## config.mk

```make
export PLATFORM = sky130hd
export DESIGN_NAME = mae_ram
export DESIGN_NICKNAME = d
export VERILOG_FILES = /design/src/design/mae_ram.sv
export SDC_FILE = /design/constraint.sdc
export NUM_CORES = 2
export LEC_CHECK = 0
export BUFFER_PORTS_ARGS = -buffer_cell sky130_fd_sc_hd__buf_2
export CORE_MARGIN = 10
export CORE_UTILIZATION = 52
export DETAILED_ROUTE_END_ITERATION = 16
export GPL_ROUTABILITY_DRIVEN = 0
export PLACE_DENSITY = 0.77
export SLEW_MARGIN = 40
export SYNTH_ARGS = -nofsm -noshare
export SYNTH_HDL_FRONTEND = slang
export SYNTH_SLANG_ARGS = --single-unit
```

## constraint.sdc

```tcl
create_clock -name clk -period 7.8 [get_ports clk]
set_clock_uncertainty 0.1 [all_clocks]
set_input_delay 1.56 -clock clk [delete_from_list [all_inputs] [get_ports clk]]
set_output_delay 1.56 -clock clk [all_outputs]
set_load 0.01 [all_outputs]
```

## src/design/mae_ram.sv

```systemverilog
// ----------------------------------------------------------------------------
// mae_ram
// Generic simple dual-port RAM with one write port and a registered read.
// ----------------------------------------------------------------------------
module mae_ram #(
  parameter int WIDTH = 32,
  parameter int DEPTH = 64
) (
  input  logic                     clk,
  input  logic                     we,
  input  logic [$clog2(DEPTH)-1:0] waddr,
  input  logic [WIDTH-1:0]         wdata,
  input  logic [$clog2(DEPTH)-1:0] raddr,
  output logic [WIDTH-1:0]         rdata
);

  logic [WIDTH-1:0] mem [DEPTH];

  always_ff @(posedge clk) begin
    if (we) begin
      mem[waddr] <= wdata;
    end
    rdata <= mem[raddr];
  end

endmodule

```

==> Word-level counts from Yosys, hierarchy flattened <==
Memory sizes are Yosys's and may differ from the RTL's. A register that Yosys moved wholly into a read port is not among the register bits.
Cells that the tools add are included.
{ "word_totals": {"ram_bits": 2048, "regBits": 0, "memories": 1, "in_bits": 46, "elab_cells": 3} }
{ "op_classes": {"mux": 2} }
{ "memory_table": {"columns": ["memory", "depth", "width", "read_ports", "rd_clocked_by_memory_dff", "write_ports", "line", "text"], "rows": [
  ["mem", 64, 32, 1, 1, 1, "17", "logic [WIDTH-1:0] mem [DEPTH];"]
]} }
{ "op_table": {"columns": ["op", "count"], "rows": [
  ["$mux 1", 2]
]} }

==> Depth between registers and ports, before layout <==
{ "logic_depth": {"word_depth": 2, "ltp_mapped": 10, "mapped_depth_nobuf": 5} }

==> Worst setup path before layout <==
OpenSTA, ideal clock, no wires.
{ "synth_timing": {"path_type": "input -> register", "from": "in waddr[3]", "to": "mem mem[48][0] (enable)", "path_slack_ps": 2980, "arrival_ps": 4259, "stages": 4, "path_cell_list": "clkbuf_1 nor2b_1 nand4b_1 nor3_1"} }
{ "synth_lines": {"columns": ["element", "line", "text"], "rows": [
  ["start, declared", "11", "input logic [$clog2(DEPTH)-1:0] waddr,"],
  ["end, declared", "17", null]
]} }
Straight into the memory's write port.

==> flow_summary.ini <==
[grt]
gr-total-overflow = 0
antenna_found_initial = 10
grt_pass1_wl_um = 284000
track_usage = 0.235
grt_max_degree = 130
grt_pass1_vias = 38772

[detailed_routing]
routed_wl_um = 197000
vias = 37710
routed_via_density = 6.61
dr.first_iter.drc_count = 5557
firstDrtPassIters = 5
antenna_left = 0
wl_per_cell_um = 34.6
drc = 0

[die]
core_area_um2 = 150000
die_area_um2 = 167000
row_count = 142
start_util = 0.524
die_x_um = 409
io_pins = 78
die_h_um = 409

[outcome]
status = finished, final reports clean

[worst_setup_path]
worstPathArrival_ps = 4610
cp-start-kind = primary input
worstPathRequired_ps = 8380
crit_type = in2reg
end_kind = register
cp_max_fo = 129
r2r_slack_ps = 5410

[cts]
htree_num_levels = 4
cts_tree = done
clk_pin_slew_ps = 60
cts_setup_buffers = 0
post_cts_resized = 0
clk_latency_ps = 840
cts_buffers = 193
clockRootBuffer = clkbuf_16
clockBufferDepth = 3
cts_hold_buf = 0
clkSinkCount = 2080

[logic_synthesis]
synth_top_cell_by_area = edfxtp_1
syn-num-nets = 3370
synthFlopType = edfxtp_1
syn_area_um2 = 78500
seq_area_frac_synth = 0.791
yosysMostFrequentCell = edfxtp_1
async_reset_ff_frac = 0
syn_area_per_cell_um2 = 23.6
ys_types = 34
synth_edf_count = 2048
synth_seq_cells = 2080
yosys_warnings = 0
synthTopCellsByArea = edfxtp_1 78%, mux4_2 16%, mux2i_1 1.2%
synth_commonest_cells = 2048 x edfxtp_1, 544 x mux4_2, 137 x nor2_1
syn_inst = 3324
synth_top_area_frac = 0.783

[sta]
timing.fmax_mhz = 248
worst_hold_slack_ps = 637
setup_violations = 0
finalCriticalPeriod_ps = 4030
finalSetupTns_ps = 0
slew_headroom = 0.412
hold_viol = 0
tightest_slew_ps = 879
rsz0062_at_grt = no
slew_violations = 0
period_share = 0.517

[pwr]
ir_drop_uv = 268
powerDensity_nw_per_um2 = 258
p_leak_nw = 27.3

[cells_and_area]
num-nets-final = 3564
layout-drive-gt1-share = 0.291
areaGrowthSynthToFinish_pct = 12.5

[worst_hold_path]
hold_class = reg2reg

[placement]
dp_hpwl_um = 98000
port_buffers = 77

[job]
cap_violations = 0
flip-flops by register name, indices dropped and copies added (netlist names):
signal,cells
mem,2048
rdata,32
placed cells by master (no fill, tap or decap), types with 32 or more instances in the layout:
cell       count
nor2_4        63
nor2_1        74
clkbuf_1      46
dfxtp_1       32
mux2i_1       93
mux4_2       544
clkinv_2      36
buf_4        124
clkinv_1      40
a21oi_1       62
o22ai_1       84
buf_2         42
clkbuf_16    199
edfxtp_1    2048
where the power goes:
group | internal, mW | switching, mW
registers | 12.4 | 0.0591
clock network | 5.23 | 4.06
logic | 0.407 | 0.669
per-layer routing:
metal	vias up	routed length (µm)	part of all wire	GRT usage
met4	8	7860	0.040	0.0913
met2	2726	95300	0.48	0.371
met3	427	24500	0.12	0.0641
li1	14648	-	-	-
met1	19901	69700	0.35	0.315
met5	-	54	0.00027	0
worst max-delay path, cell delays in order:
cell and delay [ps]:
buf_8 510, buf_12 600, mux4_2 420, mux4_2 500
o22ai_1 630, nor2_1 120
path summary, 6_finish.rpt:
path | from | cells past startpoint | end
hold / removal | mem[28][20] | 4 | rdata[20]
setup / recovery | raddr[1] | 6 | rdata[1]
setup reg to reg | mem[18][24] | 4 | rdata[24]
hold reg to reg | mem[28][20] | 4 | rdata[20]
cell type report:
class | count | area, µm²
diodes | 3 | 7.51
well taps | 2016 | 2520
fillers | 10057 | 61600
clock inverters | 109 | 987
repair buffers | 181 | 1430
multi-input cells | 1062 | 16000
flip-flops and latches | 2080 | 62100
clock buffers | 251 | 5240
cell families after synthesis:
| family | share of synthesized area |
|---|---|
| buf+inv | 0.0113 |
| flops | 0.791 |
| compound gates | 0.0167 |
| simple gates | 0.0127 |
| mux | 0.168 |
stage by stage:
| step | std cells | worst slack (ps) | instance area, µm² | utilization | power, mW |
|---|---|---|---|---|---|
| 4_1_cts | 5698 | 3790 | 88300 | 0.589 | 22.9 |
| 6_report | 5702 | 3770 | 88300 | 0.589 | 22.8 |
| 3_5_place_dp | 5338 | 2940 | 82000 | 0.547 | 13.7 |
| 5_1_grt | 5699 | 3830 | 88300 | 0.589 | 23.4 |
| 3_3_place_gp | 5337 | 2930 | 81900 | 0.546 | 13.7 |
| 2_1_floorplan | 3324 | 2980 | 78500 | - | 13.2 |
(Power assumes the default switching activity.)
