==> config.mk <==
export PLATFORM = sky130hd
export DESIGN_NAME = mae_div
export DESIGN_NICKNAME = d
export VERILOG_FILES = /design/src/design/mae_pkg.sv /design/src/design/mae_div.sv
export SDC_FILE = /design/constraint.sdc
export NUM_CORES = 1
export LEC_CHECK = 0
export BUFFER_PORTS_ARGS = -buffer_cell sky130_fd_sc_hd__buf_2
export CAP_MARGIN = 5
export CORE_MARGIN = 2
export CORE_UTILIZATION = 40
export DETAILED_ROUTE_END_ITERATION = 6
export PLACE_DENSITY = 0.64
export SYNTH_ARGS = -nofsm -noshare
export SYNTH_HDL_FRONTEND = slang
export SYNTH_SLANG_ARGS = --single-unit
==> constraint.sdc <==
create_clock -name clk -period 2.78 [get_ports clk]
set_input_delay 0.139 -clock clk [delete_from_list [all_inputs] [get_ports clk]]
set_output_delay 0.139 -clock clk [all_outputs]
set_load 0.05 [all_outputs]
==> src/design/mae_pkg.sv <==
// ----------------------------------------------------------------------------
// mae_pkg
// Shared types and constants of the matrix arithmetic engine.
// ----------------------------------------------------------------------------
package mae_pkg;

  localparam int MAX_DIM = 8;
  localparam int DATA_W  = 32;
  localparam int SZ_W    = 8;
  localparam int REG_W   = 4;

  typedef logic [DATA_W-1:0] data_t;
  typedef logic [SZ_W-1:0]   size_t;
  typedef logic [REG_W-1:0]  dim_t;

  localparam logic [3:0] OP_WRITE = 4'd0;
  localparam logic [3:0] OP_READ  = 4'd1;
  localparam logic [3:0] OP_ADD   = 4'd2;
  localparam logic [3:0] OP_SUB   = 4'd3;
  localparam logic [3:0] OP_LOADB = 4'd4;
  localparam logic [3:0] OP_MUL   = 4'd5;
  localparam logic [3:0] OP_SCALE = 4'd6;
  localparam logic [3:0] OP_DIV   = 4'd7;
  localparam logic [3:0] OP_NEG   = 4'd8;
  localparam logic [3:0] OP_ABS   = 4'd9;
  localparam logic [3:0] OP_CMP   = 4'd10;

  localparam logic [1:0] ERR_OK    = 2'd0;
  localparam logic [1:0] ERR_INDEX = 2'd1;
  localparam logic [1:0] ERR_DIV0  = 2'd2;
  localparam logic [1:0] ERR_SIZE  = 2'd3;

  localparam logic [1:0] REG_ROWS   = 2'd0;
  localparam logic [1:0] REG_COLS   = 2'd1;
  localparam logic [1:0] REG_OTHERS = 2'd2;

  typedef struct packed {
    logic  start;
    data_t dividend;
    data_t divisor;
  } div_req_t;

  typedef struct packed {
    logic  done;
    data_t quotient;
  } div_rsp_t;

endpackage

==> src/design/mae_div.sv <==
// ----------------------------------------------------------------------------
// mae_div
// Unsigned restoring divider, one quotient bit per cycle.
// ----------------------------------------------------------------------------
module mae_div (
  input  logic              clk,
  input  logic              rst_n,
  input  mae_pkg::div_req_t req,
  output mae_pkg::div_rsp_t rsp
);

  localparam int CW = $clog2(mae_pkg::DATA_W + 1);

  logic                      busy_r, busy_nxt;
  logic [CW-1:0]             cnt_r, cnt_nxt;
  mae_pkg::data_t            dvd_r, dvd_nxt;
  mae_pkg::data_t            dvs_r, dvs_nxt;
  logic [mae_pkg::DATA_W:0]  rem_r, rem_nxt;
  logic                      done_r, done_nxt;
  logic [mae_pkg::DATA_W:0]  rem_sh;

  always_comb begin
    busy_nxt = busy_r;
    cnt_nxt  = cnt_r;
    dvd_nxt  = dvd_r;
    dvs_nxt  = dvs_r;
    rem_nxt  = rem_r;
    done_nxt = 1'b0;
    rem_sh   = {rem_r[mae_pkg::DATA_W-1:0], dvd_r[mae_pkg::DATA_W-1]};
    if (req.start) begin
      busy_nxt = 1'b1;
      cnt_nxt  = '0;
      dvd_nxt  = req.dividend;
      dvs_nxt  = req.divisor;
      rem_nxt  = '0;
    end else if (busy_r) begin
      if (rem_sh >= {1'b0, dvs_r}) begin
        rem_nxt = rem_sh - {1'b0, dvs_r};
        dvd_nxt = {dvd_r[mae_pkg::DATA_W-2:0], 1'b1};
      end else begin
        rem_nxt = rem_sh;
        dvd_nxt = {dvd_r[mae_pkg::DATA_W-2:0], 1'b0};
      end
      cnt_nxt = cnt_r + 1'b1;
      if (cnt_r == CW'(mae_pkg::DATA_W - 1)) begin
        busy_nxt = 1'b0;
        done_nxt = 1'b1;
      end
    end
  end

  always_ff @(posedge clk) begin
    if (!rst_n) begin
      busy_r <= 1'b0;
      done_r <= 1'b0;
      cnt_r  <= '0;
    end else begin
      busy_r <= busy_nxt;
      done_r <= done_nxt;
      cnt_r  <= cnt_nxt;
    end
    dvd_r <= dvd_nxt;
    dvs_r <= dvs_nxt;
    rem_r <= rem_nxt;
  end

  assign rsp.done     = done_r;
  assign rsp.quotient = dvd_r;

endmodule

# After elaboration in Yosys (flattened, before gate mapping)
# Index checks and enable logic that the tools add are counted.
# word_totals
reg_bits	104
in_bits	67
out_inout_bits	33
elab_cells	23
# op_classes
n_addsub	2
magnitude_cmp	1
n_eq_ne	1
n_mux	8
n_bitwise	2
n_reduce_logical	3
# op_table
cell	n
32-bit two-way mux	3
33-bit by 32-bit greater-or-equal comparator with 1-bit output	1
32-bit subtractor	1
6-bit by 1-bit adder with 6-bit output (second input constant)	1
6-bit by 5-bit equality test with 1-bit output (second input constant)	1
1-bit two-way mux	5
3-bit OR reduction	1
1-bit inverter	2
2-bit nonzero test	1
2-bit OR reduction	1

# Longest topological paths before layout
# depth
word_depth	4
mapped_depth	13
depth_no_buf	12

# Worst setup path before layout
# Ideal clock, no wire load.
# synth_timing
path_kind	register to register
startpoint	reg dvd_r[31]
endpoint	reg rem_r[22] (netlist name)
setup_time_ns	0.086
arrival_ns	2.925
path_slack_ns	-0.231
path_stages_with_launch	13
synth_period_minus_slack_ns	3.011
cell_sequence	edfxtp_1 inv_1 ha_1 fa_1 nand2b_1 a21o_1 a211o_1 nand3_1 a41oi_1 o21ai_0 xor2_1 mux2i_1 a211oi_1
# synth_between
elab_chain_len	2
# synth_rtl
item	line	source
start, declared	mae_div.sv:16	mae_pkg::data_t dvd_r, dvd_nxt;
start signal, assigned	mae_div.sv:62	dvd_r <= dvd_nxt;
32-bit subtractor / 33-bit by 32-bit greater-or-equal comparator with 1-bit output (equally long branches)	mae_div.sv:38, mae_div.sv:37	
32-bit two-way mux *	mae_div.sv:37	if (rem_sh >= {1'b0, dvs_r}) begin
end signal, assigned	mae_div.sv:64	rem_r <= rem_nxt;
end, declared	mae_div.sv:18	logic [mae_pkg::DATA_W:0] rem_r, rem_nxt;
# Mark *: on every way between the ends. The rest lies on a longest branch, timed or not.
# A chain may end at the register's enable or synchronous reset.

# Worst setup path after layout
# layout_timing
startpoint	reg dvs_r[0]
endpoint	reg rem_r[30] (netlist name)
# layout_between
elab_chain_len	2
# layout_rtl
item	line	source
start, declared	mae_div.sv:17	mae_pkg::data_t dvs_r, dvs_nxt;
start signal, assigned	mae_div.sv:63	dvs_r <= dvs_nxt;
32-bit subtractor / 33-bit by 32-bit greater-or-equal comparator with 1-bit output (equally long branches)	mae_div.sv:38, mae_div.sv:37	
32-bit two-way mux *	mae_div.sv:37	
# Marks and branches as above.

==> results.json <==
{
  "rows": 43,
  "grt_max_degree": 35,
  "grt_util_all_layers": 0.176,
  "clockBufferDepth": 2,
  "fillers": 1239,
  "antenna_found_initial": 0,
  "status": "finished, final reports clean",
  "yosysWarningCount": 0,
  "final-seq-area_um2": 2720,
  "drc": 0,
  "clock-skew-final_ns": 0.00969,
  "synth-main-ff-cell": "edfxtp_1",
  "finalMaxSlewViolations": 0,
  "clockRootBuffer": "clkbuf_16",
  "multi_input_area_um2": 2970,
  "critPathMaxStageDelay_ns": 0.42,
  "switching_share": 0.308,
  "io_pins": 100,
  "syn_nets": 631,
  "cts_buffers": 9,
  "hpwl_mm": 9.31,
  "syn_area_um2": 5770,
  "worst_pin_slew_ns": 0.573,
  "critical_path.startpoint_type": "register",
  "place_area_um2": 6650,
  "dieArea_um2": 15400,
  "crit_buf_inv": 0,
  "synth_area_leader_cell": "edfxtp_1",
  "p_int_uw": 2900,
  "min_period_ns": 2.72,
  "worstPathArrival_ns": 3.01,
  "wl_per_cell_um": 15.1,
  "grt.busiest_layer": "met2",
  "seq_area_frac_synth": 0.472,
  "relSlewSlack": 0.618,
  "hold_viol": 0,
  "switching_power_uw": 1300,
  "grt.overflow.total": 0,
  "start_util": 0.413,
  "insertion_delay_ns": 0.36,
  "path_class": "reg -> reg",
  "final_nets": 780,
  "yosysUniqueCellTypes": 65,
  "met3_usage": 0.0545,
  "ys_ff_latch": 104,
  "routed_wirelength_mm": 13.1,
  "maxCapViolCount": 0,
  "fp.dieW_um": 124,
  "max_clock_freq_ghz": 0.368,
  "syn2layout_area_growth_pct": 28.8,
  "power_frac_clock": 0.326,
  "antenna_cells": 0,
  "synthArstFlopShare": 0,
  "grt_pass1_wl_mm": 21.3,
  "seqPwrFrac": 0.436,
  "synth_top_area_frac": 0.333,
  "cp_top_family": "compound AO/OA/AOI/OAI gates",
  "grt_pass1_vias": 4414,
  "first_pass_iters": 5,
  "gp_congestion": 0.869,
  "vias": 4488,
  "use_met2": 0.280,
  "die_h_um": 124,
  "synth_edf_count": 64,
  "cts_tree": "built",
  "r2r_start": "dvs_r[0]$_DFFE_PP_",
  "vias_per_cell": 5.19,
  "drive_gt1_frac": 0.297,
  "port_buffers": 99,
  "worstPathMaxFanout": 3,
  "r2r_slack_ns": 0.06,
  "cts.sinks": 104,
  "pwr-share-comb": 0.238,
  "crit_start": "dvs_r[0]$_DFFE_PP_",
  "drtIter0Drc": 338,
  "setup_violations": 0,
  "path_cells": "ha_4 -> fa_2 -> nand2b_4 -> a21o_1 -> a211o_1 -> nand3_2 -> a31oi_4 -> o221ai_2 -> a221oi_2 -> xor2_1 -> o21ai_0",
  "detail-route-antenna-nets": 0,
  "required_ns": 3.07,
  "cts_max_level": 3,
  "synth.area.top_cells": "edfxtp_1 (33%), dfxtp_1 (14%), ha_1 (7.2%), mux2_2 (6.0%), mux2i_1 (4.0%)",
  "fin_area_um2": 7430,
  "worstHoldStart": "req[47]",
  "synth_area_per_cell_um2": 10.9,
  "hold_class": "in -> reg",
  "synthCells": 530,
  "coreArea_um2": 14000,
  "end_kind": "register",
  "slowest_stage": "edfxtp_1",
  "whs_ns": 0.0749,
  "leakage_uw": 0.00325,
  "met1_usage": 0.240,
  "power.density_nw_per_um2": 565,
  "finalCritPeriodShare": 0.977,
  "path_clk_slew_ns": 0.08,
  "ir_drop_mv": 0.420
}
flip-flops by register name (all words and copies together) (netlist names):
signal	count
dvd_r	32
dvs_r	32
rem_r	32
cnt_r	6
busy_r	1
done_r	1
layer usage:
layer  vias up  share of wire
met1      2113           0.47
met4         0          0.011
met5         -              0
li1       2257              -
met2       107           0.47
met3        11          0.055
area by class of cell:
| cell class | instances | share of cell area |
|---|---|---|
| clock inverters | 7 | 0.0136 |
| clock buffers | 9 | 0.0303 |
| multi-input cells | 368 | 0.399 |
| repair buffers | 159 | 0.142 |
| inverters | 37 | 0.0187 |
| well taps | 180 | 0.0303 |
| flip-flops and latches | 104 | 0.366 |
cells in the final DEF, fill, tap and decap left out, drive strengths merged, types with 2 or more instances in the layout:
master / netlist / routed
nand3: 9 / 9
inv: 37 / 40
o211ai: 2 / 2
xor2: 14 / 14
nor2: 38 / 38
o31ai: 2 / 2
and2: 2 / 2
and3: 4 / 4
o21ai: 28 / 28
a41oi: 2 / 2
nor2b: 6 / 6
edfxtp: 64 / 64
mux2: 32 / 32
and4: 2 / 2
nand2b: 9 / 9
nor3: 4 / 4
a21oi: 32 / 32
a22oi: 6 / 6
a211oi: 20 / 20
mux2i: 23 / 23
a21boi: 2 / 2
nand2: 26 / 26
clkbuf: 17 / 9
o21a: 6 / 6
a21o: 9 / 9
o221ai: 2 / 2
buf: 4 / 126
dlygate4sd3: 0 / 33
or2: 2 / 2
a31oi: 4 / 4
clkinv: 0 / 2
nand4: 9 / 9
dfxtp: 40 / 40
ha: 33 / 33
nor4: 2 / 2
o41ai: 2 / 2
or3: 2 / 2
xnor2: 19 / 19
cells by family (layout without fill, tap and decap cells):
| family | Yosys count | in the layout | share of synthesized area |
|---|---|---|---|
| compound gates | 128 | 128 | 0.154 |
| xor+xnor | 33 | 33 | 0.0501 |
| fa+ha+maj | 34 | 34 | 0.0750 |
| buf+inv | 58 | 212 | 0.0414 |
| flops | 104 | 104 | 0.472 |
| mux | 55 | 55 | 0.102 |
| simple gates | 118 | 118 | 0.105 |
stage by stage:
step	total power (uW)	utilization	TNS (ns)	std cells	setup WS, ns
3_3_place_gp	2770	0.475	0	812	0.0330
5_1_grt	4400	0.531	-0.00175	864	-0.00175
4_1_cts	4220	0.524	0	862	0.0231
2_1_floorplan	2520	-	0	530	0.00487
3_5_place_dp	2790	0.475	-0.165	812	-0.0455
6_report	4200	0.531	0	864	0.0640
synth_stat cells, types with 2 or more instances:
master     n
o41ai_1    2
and3_1     3
o21a_1     6
mux2_2    31
and2_1     2
buf_6      2
nand3_1    9
o211ai_1   2
edfxtp_1  64
clkbuf_2   2
a21oi_1   31
xor2_1    14
a21boi_0   2
o21ai_0   25
nor2_1    37
xnor2_1   19
nor4_1     2
a31oi_1    4
clkbuf_1  15
nor3_1     3
o21ai_1    3
a211oi_1  19
ha_1      33
or3_1      2
nand2b_1   9
inv_1     37
a41oi_1    2
nand2_1   25
mux2i_1   23
nor2b_1    5
a22oi_1    6
nand4_1    9
o221ai_1   2
a21o_1     9
and4_1     2
dfxtp_1   40
worst register-to-register path, stage by stage (launching register included):
cell and delay, ns:
edfxtp_1 0.42, ha_4 0.20, fa_2 0.35, nand2b_4 0.15
a21o_1 0.19, a211o_1 0.29, nand3_2 0.16, a31oi_4 0.13
o221ai_2 0.32, a221oi_2 0.13, xor2_1 0.15, o21ai_0 0.15
power groups by stage:
stage,Combinational (uW),Sequential (uW),Clock (uW)
4_1_cts,966,1830,1420
2_1_floorplan,501,2020,0
5_1_grt,1080,1850,1470
3_3_place_gp,910,1860,0
3_5_place_dp,923,1860,0
6_report,999,1830,1370
final timing paths:
path	to	depth (start not counted)
max	rem_r[30]$_SDFFE_PP0P_	11
min	dvd_r[15]$_DFFE_PP_	2
max reg2reg	rem_r[30]$_SDFFE_PP0P_	11
min reg2reg	done_r$_SDFF_PP0_	1
timing repair:
| item | CTS | global route |
|---|---|---|
| setup buffers | 1 | 2 |
| pin swaps | 1 | 9 |
| hold endpoints to repair | 33 | 0 |
| resized for setup | 2 | 17 |
| hold buffers | 33 | 0 |
| endpoints found under the setup margin | 7 | 29 |
No activity file was read; power rests on OpenSTA's default activity.
